===== src/assert_macros.svh =====
// assertion macros shared by the transcoder rtl
// no dependencies; included by modules that check their own logic
`ifndef ASSERT_MACROS_SVH
`define ASSERT_MACROS_SVH

// same-cycle implication, disabled while reset is asserted
`define ASSERT_IMPL(label, clk, rst_n, ante, cons) \
  label: assert property (@(posedge clk) disable iff (!(rst_n)) (ante) |-> (cons)) \
    else $error("assertion failed: implication");

// next-cycle implication, disabled while reset is asserted
`define ASSERT_NEXT(label, clk, rst_n, ante, cons) \
  label: assert property (@(posedge clk) disable iff (!(rst_n)) (ante) |=> (cons)) \
    else $error("assertion failed: next-cycle implication");

`endif


===== src/u2u8_pkg.sv =====
// types and constants for the utf-16 to utf-8 transcoder
// no dependencies; imported by every module of the block
package u2u8_pkg;

  localparam logic [15:0] SURR_HIGH_FIRST = 16'hD800;
  localparam logic [15:0] SURR_HIGH_LAST  = 16'hDBFF;
  localparam logic [15:0] SURR_LOW_FIRST  = 16'hDC00;
  localparam logic [15:0] SURR_LOW_LAST   = 16'hDFFF;
  localparam logic [15:0] ONE_BYTE_LIMIT  = 16'h0080;
  localparam logic [15:0] TWO_BYTE_LIMIT  = 16'h0800;
  localparam logic [20:0] SUPP_BASE       = 21'h10000;
  localparam logic [7:0]  LEAD2           = 8'hC0;
  localparam logic [7:0]  LEAD3           = 8'hE0;
  localparam logic [7:0]  LEAD4           = 8'hF0;
  localparam logic [7:0]  CONT            = 8'h80;

  // one classified item: up to four bytes, first byte in slot 0
  typedef struct packed {
    logic [3:0][7:0] bytes;
    logic [1:0]      last_idx;
    logic            has_byte;
    logic            string_end;
  } u2u8_entry_t;

  // queue status seen by the front and the back
  typedef struct packed {
    logic full;
    logic empty;
  } u2u8_qstat_t;

endpackage


===== src/u2u8_front.sv =====
// front part: accepts code units, tracks surrogate/termination state, builds entries
// depends on u2u8_pkg and assert_macros.svh
`include "assert_macros.svh"
module u2u8_front (
  input  logic                  clk_i,
  input  logic                  rst_ni,
  input  logic                  in_valid_i,
  output logic                  in_ready_o,
  input  logic [15:0]           code_unit_i,
  input  logic                  last_unit_i,
  input  u2u8_pkg::u2u8_qstat_t qstat_i,
  output logic                  push_o,
  output u2u8_pkg::u2u8_entry_t entry_o
);
  import u2u8_pkg::*;

  logic [9:0]  held_q, held_d;
  logic        held_valid_q, held_valid_d;
  logic        term_q, term_d;
  logic [20:0] cp;
  logic        is_low;
  logic        accept;

  assign in_ready_o = !qstat_i.full;
  assign accept     = in_valid_i && in_ready_o;
  assign push_o     = accept;

  assign is_low = (code_unit_i >= SURR_LOW_FIRST) && (code_unit_i <= SURR_LOW_LAST);
  assign cp     = SUPP_BASE + {1'b0, held_q, 10'b0} + {11'b0, code_unit_i[9:0]};

  always_comb begin
    entry_o            = '0;
    entry_o.string_end = last_unit_i;
    held_d             = held_q;
    held_valid_d       = held_valid_q;
    term_d             = term_q;
    if (term_q) begin
      term_d = 1'b1;
    end else if (code_unit_i == '0) begin
      held_d       = '0;
      held_valid_d = 1'b0;
      term_d       = 1'b1;
    end else if (held_valid_q && is_low) begin
      held_d           = '0;
      held_valid_d     = 1'b0;
      entry_o.has_byte = 1'b1;
      entry_o.last_idx = 2'd3;
      entry_o.bytes[0] = LEAD4 | {5'b0, cp[20:18]};
      entry_o.bytes[1] = CONT | {2'b0, cp[17:12]};
      entry_o.bytes[2] = CONT | {2'b0, cp[11:6]};
      entry_o.bytes[3] = CONT | {2'b0, cp[5:0]};
    end else begin
      // a held high surrogate not followed by a low one is dropped
      held_d       = '0;
      held_valid_d = 1'b0;
      if (code_unit_i < ONE_BYTE_LIMIT) begin
        entry_o.has_byte = 1'b1;
        entry_o.last_idx = 2'd0;
        entry_o.bytes[0] = code_unit_i[7:0];
      end else if (code_unit_i < TWO_BYTE_LIMIT) begin
        entry_o.has_byte = 1'b1;
        entry_o.last_idx = 2'd1;
        entry_o.bytes[0] = LEAD2 | {3'b0, code_unit_i[10:6]};
        entry_o.bytes[1] = CONT | {2'b0, code_unit_i[5:0]};
      end else if ((code_unit_i >= SURR_HIGH_FIRST) && (code_unit_i <= SURR_HIGH_LAST)) begin
        held_d       = code_unit_i[9:0];
        held_valid_d = 1'b1;
      end else begin
        entry_o.has_byte = 1'b1;
        entry_o.last_idx = 2'd2;
        entry_o.bytes[0] = LEAD3 | {4'b0, code_unit_i[15:12]};
        entry_o.bytes[1] = CONT | {2'b0, code_unit_i[11:6]};
        entry_o.bytes[2] = CONT | {2'b0, code_unit_i[5:0]};
      end
    end
    // end of string always leaves a clean state
    if (last_unit_i) begin
      held_d       = '0;
      held_valid_d = 1'b0;
      term_d       = 1'b0;
    end
  end

  always_ff @(posedge clk_i or negedge rst_ni) begin
    if (!rst_ni) begin
      held_q       <= '0;
      held_valid_q <= 1'b0;
      term_q       <= 1'b0;
    end else if (accept) begin
      held_q       <= held_d;
      held_valid_q <= held_valid_d;
      term_q       <= term_d;
    end
  end

  `ASSERT_NEXT(a_last_clears_state, clk_i, rst_ni, accept && last_unit_i,
               !held_valid_q && !term_q)
  `ASSERT_IMPL(a_held_not_term, clk_i, rst_ni, held_valid_q, !term_q)

endmodule


===== src/u2u8_queue.sv =====
// small fifo of classified entries between front and back
// depends on u2u8_pkg and assert_macros.svh
`include "assert_macros.svh"
module u2u8_queue #(
  parameter int unsigned DEPTH = 2
) (
  input  logic                  clk_i,
  input  logic                  rst_ni,
  input  logic                  push_i,
  input  u2u8_pkg::u2u8_entry_t push_data_i,
  input  logic                  pop_i,
  output u2u8_pkg::u2u8_entry_t head_o,
  output u2u8_pkg::u2u8_qstat_t qstat_o
);
  import u2u8_pkg::*;

  localparam int unsigned PtrW = (DEPTH > 1) ? $clog2(DEPTH) : 1;
  localparam int unsigned CntW = $clog2(DEPTH + 1);
  localparam logic [PtrW-1:0] PtrLast = PtrW'(DEPTH - 1);
  localparam logic [CntW-1:0] CntFull = CntW'(DEPTH);

  u2u8_entry_t     slots_q [DEPTH];
  logic [PtrW-1:0] wr_ptr_q, rd_ptr_q;
  logic [CntW-1:0] count_q;

  assign head_o        = slots_q[rd_ptr_q];
  assign qstat_o.full  = (count_q == CntFull);
  assign qstat_o.empty = (count_q == '0);

  always_ff @(posedge clk_i) begin
    if (push_i) begin
      slots_q[wr_ptr_q] <= push_data_i;
    end
  end

  always_ff @(posedge clk_i or negedge rst_ni) begin
    if (!rst_ni) begin
      wr_ptr_q <= '0;
      rd_ptr_q <= '0;
      count_q  <= '0;
    end else begin
      if (push_i) begin
        wr_ptr_q <= (wr_ptr_q == PtrLast) ? '0 : wr_ptr_q + 1'b1;
      end
      if (pop_i) begin
        rd_ptr_q <= (rd_ptr_q == PtrLast) ? '0 : rd_ptr_q + 1'b1;
      end
      if (push_i && !pop_i) begin
        count_q <= count_q + 1'b1;
      end else if (pop_i && !push_i) begin
        count_q <= count_q - 1'b1;
      end
    end
  end

  `ASSERT_IMPL(a_no_push_full, clk_i, rst_ni, push_i, !qstat_o.full)
  `ASSERT_IMPL(a_no_pop_empty, clk_i, rst_ni, pop_i, !qstat_o.empty)

endmodule


===== src/u2u8_back.sv =====
// back part: walks the head entry one byte per cycle into the output register,
// unless the output stalls; depends on u2u8_pkg and assert_macros.svh
`include "assert_macros.svh"
module u2u8_back (
  input  logic                  clk_i,
  input  logic                  rst_ni,
  input  u2u8_pkg::u2u8_entry_t head_i,
  input  u2u8_pkg::u2u8_qstat_t qstat_i,
  output logic                  pop_o,
  output logic                  out_valid_o,
  input  logic                  out_ready_i,
  output logic [7:0]            utf8_byte_o,
  output logic                  has_byte_o,
  output logic                  run_last_o,
  output logic                  string_end_o
);
  import u2u8_pkg::*;

  logic [1:0] idx_q, idx_d;
  logic       valid_q, valid_d;
  logic [7:0] byte_q;
  logic       has_q, run_last_q, end_q;
  logic       load;
  logic       at_last;

  assign load    = !qstat_i.empty && (!valid_q || out_ready_i);
  assign at_last = (idx_q == head_i.last_idx);
  assign pop_o   = load && at_last;

  always_comb begin
    idx_d   = idx_q;
    valid_d = valid_q;
    if (load) begin
      idx_d   = at_last ? 2'd0 : idx_q + 2'd1;
      valid_d = 1'b1;
    end else if (out_ready_i) begin
      valid_d = 1'b0;
    end
  end

  always_ff @(posedge clk_i or negedge rst_ni) begin
    if (!rst_ni) begin
      idx_q   <= '0;
      valid_q <= 1'b0;
    end else begin
      idx_q   <= idx_d;
      valid_q <= valid_d;
    end
  end

  always_ff @(posedge clk_i) begin
    if (load) begin
      byte_q     <= head_i.bytes[idx_q];
      has_q      <= head_i.has_byte;
      run_last_q <= at_last;
      end_q      <= at_last && head_i.string_end;
    end
  end

  assign out_valid_o  = valid_q;
  assign utf8_byte_o  = byte_q;
  assign has_byte_o   = has_q;
  assign run_last_o   = run_last_q;
  assign string_end_o = end_q;

  `ASSERT_IMPL(a_end_on_run_last, clk_i, rst_ni, valid_q && end_q, run_last_q)
  `ASSERT_IMPL(a_empty_is_single, clk_i, rst_ni, valid_q && !has_q, run_last_q)

endmodule


===== src/utf16_to_utf8_converter.sv =====
// top level of the utf-16 to utf-8 transcoder
// depends on u2u8_pkg, u2u8_front, u2u8_queue and u2u8_back
//
// usage:
//   input channel: one utf-16 code unit per item (code_unit_i, last_unit_i),
//     taken when in_valid_i and in_ready_o are both high
//   output channel: one result per item (utf8_byte_o, has_byte_o, run_last_o,
//     string_end_o), taken when out_valid_o and out_ready_i are both high
//   each code unit gives one to four results; units that give no byte (held
//     high surrogate, zero terminator, units after the terminator) give one
//     result with has_byte_o low; run_last_o marks the last result of a unit,
//     string_end_o the last result of the unit flagged last_unit_i
//   path: a taken unit is written into the queue; its results are loaded from
//     the queue head into the output register, one result per cycle while
//     out_ready_i is high; the front classifies a unit per cycle while the
//     queue is not full and runs ahead by up to QUEUE_DEPTH entries
//   reset: the queue empties, the output goes invalid, any held surrogate and
//     the terminated flag are cleared
//   stall: while out_ready_i is low the output register holds, the queue fills,
//     and in_ready_o falls once the queue is full
`include "assert_macros.svh"
module utf16_to_utf8_converter #(
  parameter int unsigned QUEUE_DEPTH = 2
) (
  input  logic        clk_i,
  input  logic        rst_ni,
  input  logic        in_valid_i,
  output logic        in_ready_o,
  input  logic [15:0] code_unit_i,
  input  logic        last_unit_i,
  output logic        out_valid_o,
  input  logic        out_ready_i,
  output logic [7:0]  utf8_byte_o,
  output logic        has_byte_o,
  output logic        run_last_o,
  output logic        string_end_o
);
  import u2u8_pkg::*;

  u2u8_entry_t push_entry;
  u2u8_entry_t head_entry;
  u2u8_qstat_t qstat;
  logic        push;
  logic        pop;

  // front: classification and surrogate state
  u2u8_front u_front (
    .clk_i       (clk_i),
    .rst_ni      (rst_ni),
    .in_valid_i  (in_valid_i),
    .in_ready_o  (in_ready_o),
    .code_unit_i (code_unit_i),
    .last_unit_i (last_unit_i),
    .qstat_i     (qstat),
    .push_o      (push),
    .entry_o     (push_entry)
  );

  // queue decouples the one-unit-per-cycle front from the byte-per-cycle back
  u2u8_queue #(
    .DEPTH (QUEUE_DEPTH)
  ) u_queue (
    .clk_i       (clk_i),
    .rst_ni      (rst_ni),
    .push_i      (push),
    .push_data_i (push_entry),
    .pop_i       (pop),
    .head_o      (head_entry),
    .qstat_o     (qstat)
  );

  // back: serializes bytes into the output register
  u2u8_back u_back (
    .clk_i        (clk_i),
    .rst_ni       (rst_ni),
    .head_i       (head_entry),
    .qstat_i      (qstat),
    .pop_o        (pop),
    .out_valid_o  (out_valid_o),
    .out_ready_i  (out_ready_i),
    .utf8_byte_o  (utf8_byte_o),
    .has_byte_o   (has_byte_o),
    .run_last_o   (run_last_o),
    .string_end_o (string_end_o)
  );

  // an output stall with a full queue must hold off the input
  `ASSERT_IMPL(a_stall_backpressure, clk_i, rst_ni, qstat.full, !in_ready_o)

endmodule


===== config.mk =====
export PLATFORM = sky130hd
export DESIGN_NAME = utf16_to_utf8_converter
export DESIGN_NICKNAME = d
export VERILOG_FILES = /design/src/u2u8_pkg.sv /design/src/u2u8_front.sv /design/src/u2u8_queue.sv /design/src/u2u8_back.sv /design/src/utf16_to_utf8_converter.sv
export VERILOG_INCLUDE_DIRS = /design/src /design/src/src
export SDC_FILE = /design/constraint.sdc
export NUM_CORES = 1
export LEC_CHECK = 0
export BUFFER_PORTS_ARGS = -buffer_cell sky130_fd_sc_hd__buf_2
export CORE_ASPECT_RATIO = 1.2
export CORE_MARGIN = 2
export CORE_UTILIZATION = 53
export CTS_CLUSTER_SIZE = 20
export DETAILED_ROUTE_END_ITERATION = 10
export PLACE_DENSITY_LB_ADDON = 0.1
export SLEW_MARGIN = 40
export SYNTH_ARGS = -nofsm -noshare
export SYNTH_HDL_FRONTEND = slang
export SYNTH_SLANG_ARGS = --single-unit

===== constraint.sdc =====
create_clock -name clk_i -period 2.6 [get_ports clk_i]
set_input_delay 0.13 -clock clk_i [delete_from_list [all_inputs] [get_ports clk_i]]
set_output_delay 0.13 -clock clk_i [all_outputs]
set_load 0.01 [all_outputs]

==> flow_summary.toml, run 1 <==
[cts]
cts_resized = 0
hold_buffers = 1
htreeDepth = 3
clock_sinks = 94
cts_tree = "yes"
cts_root_buf = "clkbuf_8"
cts_buffer_depth = 2
clock_latency_ns = 0.35
cts_setup_buffers = 0
clk_pin_slew_ns = 0.09
cts_made_buffers = 9

[sta]
drv_slew = 0
fin_crit_ns = 2.18
fin_hold_ws_ns = 0.0407
skew_ns = 0.00812
final-setup-viol-count = 0
finalHoldViolCount = 0
slew_headroom_pct = 62.0
fmaxAchievable_mhz = 459
timing.final.ws_setup_ns = 0.422
tightest_slew_ns = 0.556
fin_crit_sh_pct = 83.8
rsz0062_at_grt = "no"
tns_ns = 0

[synth]
syn_inst = 286
postSynthAreaPerCell_um2 = 14.4
synth_area_um2 = 4130
synth.area.top_cells = "edfxtp_1 55%, dfrtp_1 12%, mux4_2 7.6%"
ys_warn_count = 0
yosysTopAreaCell = "edfxtp_1"
synth_top_area_share_pct = 54.6
synth_seq_cells = 94
yosysSeqAreaShare_pct = 66.1
postSynthNetCount = 309
synth.distinct_cells = 50

[cells_and_area]
multi_input_area_um2 = 1320
final_design_area_no_fill_um2 = 4610
layout-drive-gt1-share_pct = 26.0
seq_area_um2 = 2730
area_growth_pct = 11.8
nNetsFinal = 352
layout_commonest_cell = "edfxtp_1"
layout_common_cells = "75 x edfxtp_1, 42 x nand2_1, 33 x buf_2, 19 x dfrtp_1, 14 x mux4_2"
diodes = 0
fillers = 634
utilization_pct = 60.6

[place]
place_hpwl_mm = 5.84
gp_congestion = 0.880
pre_cts_ws_ns = 0.327
port_buffers = 33
dpl_cell_area_um2 = 4430

[setup_path]
max_stage_delay_ns = 0.51
crit_top_cell = "xor2_1"
startpoint_type = "flip-flop"
critPathRequiredTime_ns = 2.87
critical-path-slowest-cell = "or3b_2"
crit_arrival_ns = 2.45
cp_max_fo = 4
timing.critical_path.cells = "mux2i_1 > xor2_1 > or3b_2 > ha_1 > nor2_1 > xor2_1"
worstSetupEndpointType = "flip-flop"
critical_path_class = "flip-flop to flip-flop"

[drt]
num_vias = 2518
routed_via_density = 5.91
drt_pass1_iterations = 5
ant_nets = 0
avgRoutedWirePerCell_um = 19.6
drt_iter0_drc = 242
wirelength_mm = 8.36
drcViolationCount = 0

[floorplan]
io_pins = 34
fp.dieW_um = 84.6
start_util_pct = 54.2
die_h_um = 101
core_area_um2 = 7620
dieArea_um2 = 8510
rows = 35

[power_and_ir_drop]
leakagePower_nw = 1.71
power.density_cell_area_nw_per_um2 = 934
ir_drop_uv = 689

[global_route]
grt.overflow.total = 0
grt_pass1_vias = 2496
grt_pass1_wl_mm = 13.4
antenna_found_initial = 0
grt_max_degree = 33
grtUsageTotal_pct = 21.1

[hold_path]
min_path_type = "primary input to flip-flop"

[run]
drv_cap = 0

[outcome]
status = "finished clean"
[cells in the mapped netlist (all sizes together)]
master and instances:
a2111oi 1, a211oi 2, a21o 1, a21oi 12, a22o 9, a22oi 3, a2bb2oi 2, a31oi 2
a32oi 4, and2 8, and3 1, and4 1, and4b 1, buf 5, clkbuf 8, dfrtp 19
edfxtp 75, ha 2, inv 7, mux2 2, mux2i 4, mux4 14, nand2 42, nand2b 3
nand3 2, nand4 3, nor2 11, nor2b 3, nor3 6, nor4 3, o2111ai 1, o211ai 2
o21a 1, o21ai 6, o21bai 1, o221ai 1, o311ai 1, o31ai 1, o41ai 1, or2 1
or3 1, or3b 1, or4 3, xnor2 4, xor2 5
[registers in the layout, summed over array words and instances (netlist names)]
signal                count
u_back.has_byte_o         1
u_back.idx_q              2
u_back.out_valid_o        1
u_back.run_last_o         1
u_back.string_end_o       1
u_back.utf8_byte_o        8
u_front.held_q           10
u_front.held_valid_q      1
u_front.term_q            1
u_queue.count_q           2
u_queue.rd_ptr_q          1
u_queue.slots_q          64
u_queue.wr_ptr_q          1
[worst max-delay path: cells and delay by family, from the launching register on]
| family | cells | cell delay (ns) |
|---|---|---|
| DFF | 1 | 0.44 |
| adders and majority gates | 1 | 0.33 |
| muxes | 1 | 0.32 |
| and+or+nand+nor | 2 | 0.64 |
| xor gates and xnor gates | 2 | 0.37 |
[power by group]
part	total [mW]	internal [mW]	switching, mW
sequential	2.18	2.07	0.109
clock	0.831	0.345	0.486
combinational	1.30	0.565	0.736
total	4.31	2.98	1.33
[final timing paths]
check	startpoint	to	slack, ns	cells after the start
min	out_ready_i	u_back.out_valid_o$_DFFE_PN0P_	0.04	3
min reg2reg	u_back.out_valid_o$_DFFE_PN0P_	u_back.out_valid_o$_DFFE_PN0P_	0.50	2
max in group asynchronous	rst_ni	u_front.term_q$_DFFE_PN0P_	2.02	2
min in group asynchronous	rst_ni	u_queue.rd_ptr_q$_DFFE_PN0P_	0.26	2
max	u_queue.rd_ptr_q$_DFFE_PN0P_	u_queue.count_q[1]$_DFFE_PN0P_	0.42	6
max reg2reg	u_queue.rd_ptr_q$_DFFE_PN0P_	u_queue.count_q[1]$_DFFE_PN0P_	0.42	6
[per-stage QoR]
stage,power (mW),std cells
2_1_floorplan,3.11,286
3_3_place_gp,3.51,409
3_5_place_dp,3.54,409
4_1_cts,4.37,426
5_1_grt,4.56,426
6_report,4.31,426
[cells by family after synthesis]
kind of cell	count (synthesis)	share of synthesized area (%)
multiplexers	20	9.15
buffers and inverters	20	2.06
AO/OA/AOI/OAI	51	9.18
AND/OR/NAND/NOR	90	11.0
adder cells (fa/ha/maj)	2	0.606
XOR/XNOR	9	1.91
flip-flops	94	66.1
[layout make-up]
cell class	instances	share of cell area, %
clock buffer	10	2.77
clock inverter	6	0.813
inverter	7	0.569
multi-input combinational	172	28.7
sequential	94	59.1
tap	92	2.49
timing repair buffer	45	5.59
[per-layer routing]
metal  wire length (um)  track usage, %
met5                  0               0
met3                484            3.36
met1               3570            28.5
met4                166            10.4
met2               4140            33.5
Note: power is estimated with default switching activity, not from simulation.
==> run 2: changes to the inputs <==
- CORE_UTILIZATION: 53 -> 59
- clock period: 2.6 -> 2.2 ns (I/O delays scaled with it)
==> flow_summary.toml, run 2 (same netlist as run 1, synthesis figures left out) <==
[setup_path]
critPathRequiredTime_ns = 2.49
worstSetupEndpointType = "flip-flop"
critical_path_class = "flip-flop to flip-flop"
startpoint_type = "flip-flop"
cp_max_fo = 3
crit_arrival_ns = 2.37

[global_route]
gr-usage-met2_pct = 38.5
grt_max_degree = 33
top_usage_layer = "met2"
met3_usage_pct = 5.78
grtUsageTotal_pct = 24.6
gr-usage-met1_pct = 34.0
grt.overflow.total = 0
grt_pass1_wl_mm = 13.6
antenna_found_initial = 0
grt_pass1_vias = 2583

[sta]
drv_slew = 0
slew_headroom_pct = 54.5
fmaxAchievable_mhz = 480
fin_hold_ws_ns = 0.0309
fin_crit_ns = 2.08
fin_crit_sh_pct = 94.6
skew_ns = 0.0118
final-setup-viol-count = 0
rsz0062_at_grt = "no"
finalHoldViolCount = 0
tns_ns = 0
tightest_slew_ns = 0.666

[cts]
clock_latency_ns = 0.36
clock_sinks = 94
cts_made_buffers = 9
cts_buffer_depth = 2
clk_pin_slew_ns = 0.09
cts_tree = "yes"
cts_root_buf = "clkbuf_8"
htreeDepth = 3

[run]
drv_cap = 0

[cells_and_area]
area_growth_pct = 15.1
seq_area_um2 = 2730
fillers = 487
layout-drive-gt1-share_pct = 27.9
top_register = "u_queue.slots_q"
layout_common_cells = "75 x edfxtp_1, 42 x nand2_1, 33 x buf_2, 18 x dfrtp_1, 15 x buf_4"
diodes = 0
layout_commonest_cell = "edfxtp_1"
multi_input_area_um2 = 1330
largest_reg_flops = 64
nNetsFinal = 359

[floorplan]
core_area_um2 = 6810
die_h_um = 95.6
start_util_pct = 60.6
rows = 33
dieArea_um2 = 7680
io_pins = 34
fp.dieW_um = 80.4

[hold_path]
min_path_type = "primary input to flip-flop"

[drt]
avgRoutedWirePerCell_um = 20.1
num_vias = 2609
wirelength_mm = 8.61
drt_pass1_iterations = 4
routed_via_density = 6.10
ant_nets = 0
drt_iter0_drc = 233
drcViolationCount = 0

[power_and_ir_drop]
ir_drop_uv = 935
leakagePower_nw = 1.78
power.density_cell_area_nw_per_um2 = 1150

[place]
place_hpwl_mm = 5.91
gp_congestion = 0.901
port_buffers = 33

[outcome]
status = "finished clean"
[run 2: layer usage]
metal	routed length (um)	up-vias
met3	488	21
met5	0	-
met1	3740	1296
met4	173	0
li1	-	1202
met2	4210	90
[run 2: what timing repair did]
action | in CTS | in global routing
hold buffers | 2 | 0
endpoints found under the hold margin | 20 | 0
cloned | 0 | 0
resized for setup | 1 | 2
setup endpoints to repair | 1 | 1
setup buffers | 0 | 1
[run 2: final timing paths]
check | from | endpoint | slack [ns] | cells after the start
worst max-delay path | u_queue.rd_ptr_q$_DFFE_PN0P_ | u_queue.count_q[1]$_DFFE_PN0P_ | 0.12 | 7
min in group asynchronous | rst_ni | u_queue.count_q[1]$_DFFE_PN0P_ | 0.23 | 2
worst min register to register | u_back.out_valid_o$_DFFE_PN0P_ | u_back.out_valid_o$_DFFE_PN0P_ | 0.50 | 2
max in group asynchronous | rst_ni | u_queue.rd_ptr_q$_DFFE_PN0P_ | 1.61 | 2
worst max register to register | u_queue.rd_ptr_q$_DFFE_PN0P_ | u_queue.count_q[1]$_DFFE_PN0P_ | 0.12 | 7
worst min-delay path | last_unit_i | u_front.term_q$_DFFE_PN0P_ | 0.03 | 2
[run 2: area by class of cell]
type,count,area share [%]
Clock buffer,9,2.61
Tap cell,87,2.29
Sequential cell,94,57.4
Multi-Input combinational cell,172,28.0
Inverter,7,0.553
Clock inverter,7,2.00
Timing Repair Buffer,52,7.11
[run 2: metrics by stage]
stage	area, um^2	worst slack [ns]	utilization, %	cells	power (mW)
3_3_place_gp	4490	0.0677	65.9	409	4.18
6_report	4750	0.118	69.7	428	5.45
4_1_cts	4730	0.0219	69.5	427	5.47
3_5_place_dp	4490	-0.00181	65.9	409	4.23
2_1_floorplan	4130	0.0962	-	286	3.68
5_1_grt	4750	0.0268	69.7	428	5.75
[run 2: power breakdown]
| group | leakage (nW) | switching, mW | total, mW | internal (mW) |
|---|---|---|---|---|
| combinational | 0.745 | 0.901 | 1.62 | 0.722 |
| sequential | 0.923 | 0.142 | 2.59 | 2.45 |
| clock | 0.112 | 0.594 | 1.24 | 0.644 |
| total | 1.78 | 1.64 | 5.45 | 3.81 |
[run 2: critical path, cell delays in order (launching register included)]
cell	delay [ns]
dfrtp_2	0.43
mux2i_4	0.27
xor2_1	0.18
or3b_2	0.51
ha_1	0.22
xor2_1	0.14
nor2_1	0.11
xor2_1	0.15
==> run 3: changes to the inputs <==
- SETUP_SLACK_MARGIN: not set -> 0.5
==> flow_summary.toml, run 3 (same netlist as run 1, synthesis figures left out) <==
[place]
place_hpwl_mm = 5.90
pre_cts_ws_ns = -0.0492
port_buffers = 33
gp_congestion = 0.883

[cells_and_area]
layout_commonest_cell = "edfxtp_1"
layout_common_cells = "75 x edfxtp_1, 42 x nand2_1, 31 x buf_2, 19 x buf_4, 18 x dfrtp_1"
top_register = "u_queue.slots_q"
fillers = 440
largest_reg_flops = 64
area_growth_pct = 23.6
layout-drive-gt1-share_pct = 37.1
nNetsFinal = 374
diodes = 0

[setup_path]
path_depth = 7
critPathRequiredTime_ns = 2.48
cp_max_fo = 4
crit_top_cell = "xor2_1"
crit_arrival_ns = 2.27
timing.critical_path.cells = "mux2i_4 > xor2_1 > or3b_4 > ha_4 > xor2_1 > nor2_1 > xor2_1"
path_delay_family = "simple AND/OR/NAND/NOR gates"
worstSetupEndpointType = "flip-flop"
critical-path-slowest-cell = "dfrtp_2"
ff2ff_path_depth = 7
critical_path_class = "flip-flop to flip-flop"
crit_buf_inv = 0
max_stage_delay_ns = 0.44
startpoint_type = "flip-flop"

[sta]
tns_ns = 0
final-setup-viol-count = 0
fin_crit_ns = 2.00
finalHoldViolCount = 0
slew_headroom_pct = 62.6
timing.final.ws_setup_ns = 0.202
skew_ns = 0.0155
fin_crit_sh_pct = 90.8
fmaxAchievable_mhz = 501
drv_slew = 0
tightest_slew_ns = 0.556
rsz0062_at_grt = "yes"

[drt]
avgRoutedWirePerCell_um = 20.1
drt_iter0_drc = 229
wirelength_mm = 8.91
ant_nets = 0
num_vias = 2704
drcViolationCount = 0
drt_pass1_iterations = 5
routed_via_density = 6.10

[power_and_ir_drop]
leakagePower_nw = 1.93
p_int_mw = 4.08
power.density_cell_area_nw_per_um2 = 1140
power.switching_mw = 1.74
power.share.switching_pct = 29.9
p_clk_share_pct = 21.3
power_frac_seq_pct = 44.8
comb_power_share_pct = 33.9
ir_drop_uv = 1140

[cts]
clock_sinks = 94
cts_made_buffers = 9
clock_latency_ns = 0.35
cts_buffer_depth = 2
cts_tree = "yes"
htreeDepth = 3
clk_pin_slew_ns = 0.09
cts_root_buf = "clkbuf_8"

[hold_path]
min_path_type = "primary input to flip-flop"
hold-path-cell-count = 2

[outcome]
status = "finished clean"

[global_route]
grt_pass1_wl_mm = 14.0
grt_max_degree = 33
antenna_found_initial = 0
grt_pass1_vias = 2680
grt.overflow.total = 0
grtUsageTotal_pct = 25.1

[floorplan]
start_util_pct = 60.6
fp.dieW_um = 80.4
die_h_um = 95.6
core_area_um2 = 6810
dieArea_um2 = 7680
rows = 33
io_pins = 34

[run]
drv_cap = 0
run 3: through the flow:
step                instance area, um^2  total power [mW]  util [%]  std cells  hold slack (ns)
floorplan                          4170              3.74         -        286           -0.186
global placement                   4530              4.23      66.5        412           0.0944
finish                             5100              5.81      74.9        443           0.0477
detailed placement                 4530              4.30      66.5        412           0.0928
global route                       5100              6.10      74.9        443           0.0401
CTS                                4900              5.74      71.9        440           0.0297
run 3: path summary, 6_finish.rpt:
path,from,to,slack [ns]
worst min-delay path,last_unit_i,u_front.term_q$_DFFE_PN0P_,0.05
min in group asynchronous,rst_ni,u_front.held_q[6]$_DFFE_PN0P_,0.24
max in group asynchronous,rst_ni,u_queue.rd_ptr_q$_DFFE_PN0P_,1.61
worst max-delay path,u_queue.rd_ptr_q$_DFFE_PN0P_,u_queue.count_q[1]$_DFFE_PN0P_,0.20
worst max register to register,u_queue.rd_ptr_q$_DFFE_PN0P_,u_queue.count_q[1]$_DFFE_PN0P_,0.20
worst min register to register,u_front.held_q[1]$_DFFE_PN0P_,u_front.held_q[1]$_DFFE_PN0P_,0.52
run 3: power groups by stage:
stage               Sequential, mW  Combinational, mW  Clock (mW)
floorplan                     2.65               1.09           0
detailed placement            2.64               1.66           0
finish                        2.60               1.97        1.24
CTS                           2.60               1.87        1.27
global route                  2.64               2.14        1.32
global placement              2.61               1.62           0
run 3: layout make-up:
class | instances | area [um^2] | share of cell area (%)
Inverter | 7 | 26.3 | 0.515
Tap cell | 87 | 109 | 2.13
Clock buffer | 9 | 124 | 2.43
Multi-Input combinational cell | 172 | 1490 | 29.1
Clock inverter | 7 | 96.3 | 1.89
Sequential cell | 94 | 2730 | 53.5
Timing Repair Buffer | 67 | 532 | 10.4
run 3: per-layer routing:
metal / vias up / part of all wire [%] / global-route usage [%]
li1: 1233 / - / -
met3: 15 / 5.5 / 4.92
met4: 0 / 1.6 / 7.06
met2: 106 / 52 / 42.4
met5: - / 0 / 0
met1: 1350 / 41 / 33.5
run 3: what timing repair did:
action / 4_1_cts / 5_1_grt
buffers inserted: 11 / 3
hold buffers: 1 / 0
gates resized for setup: 13 / 40
hold endpoints to repair: 19 / 0
pin swaps: 5 / 12
setup endpoints to repair: 32 / 45
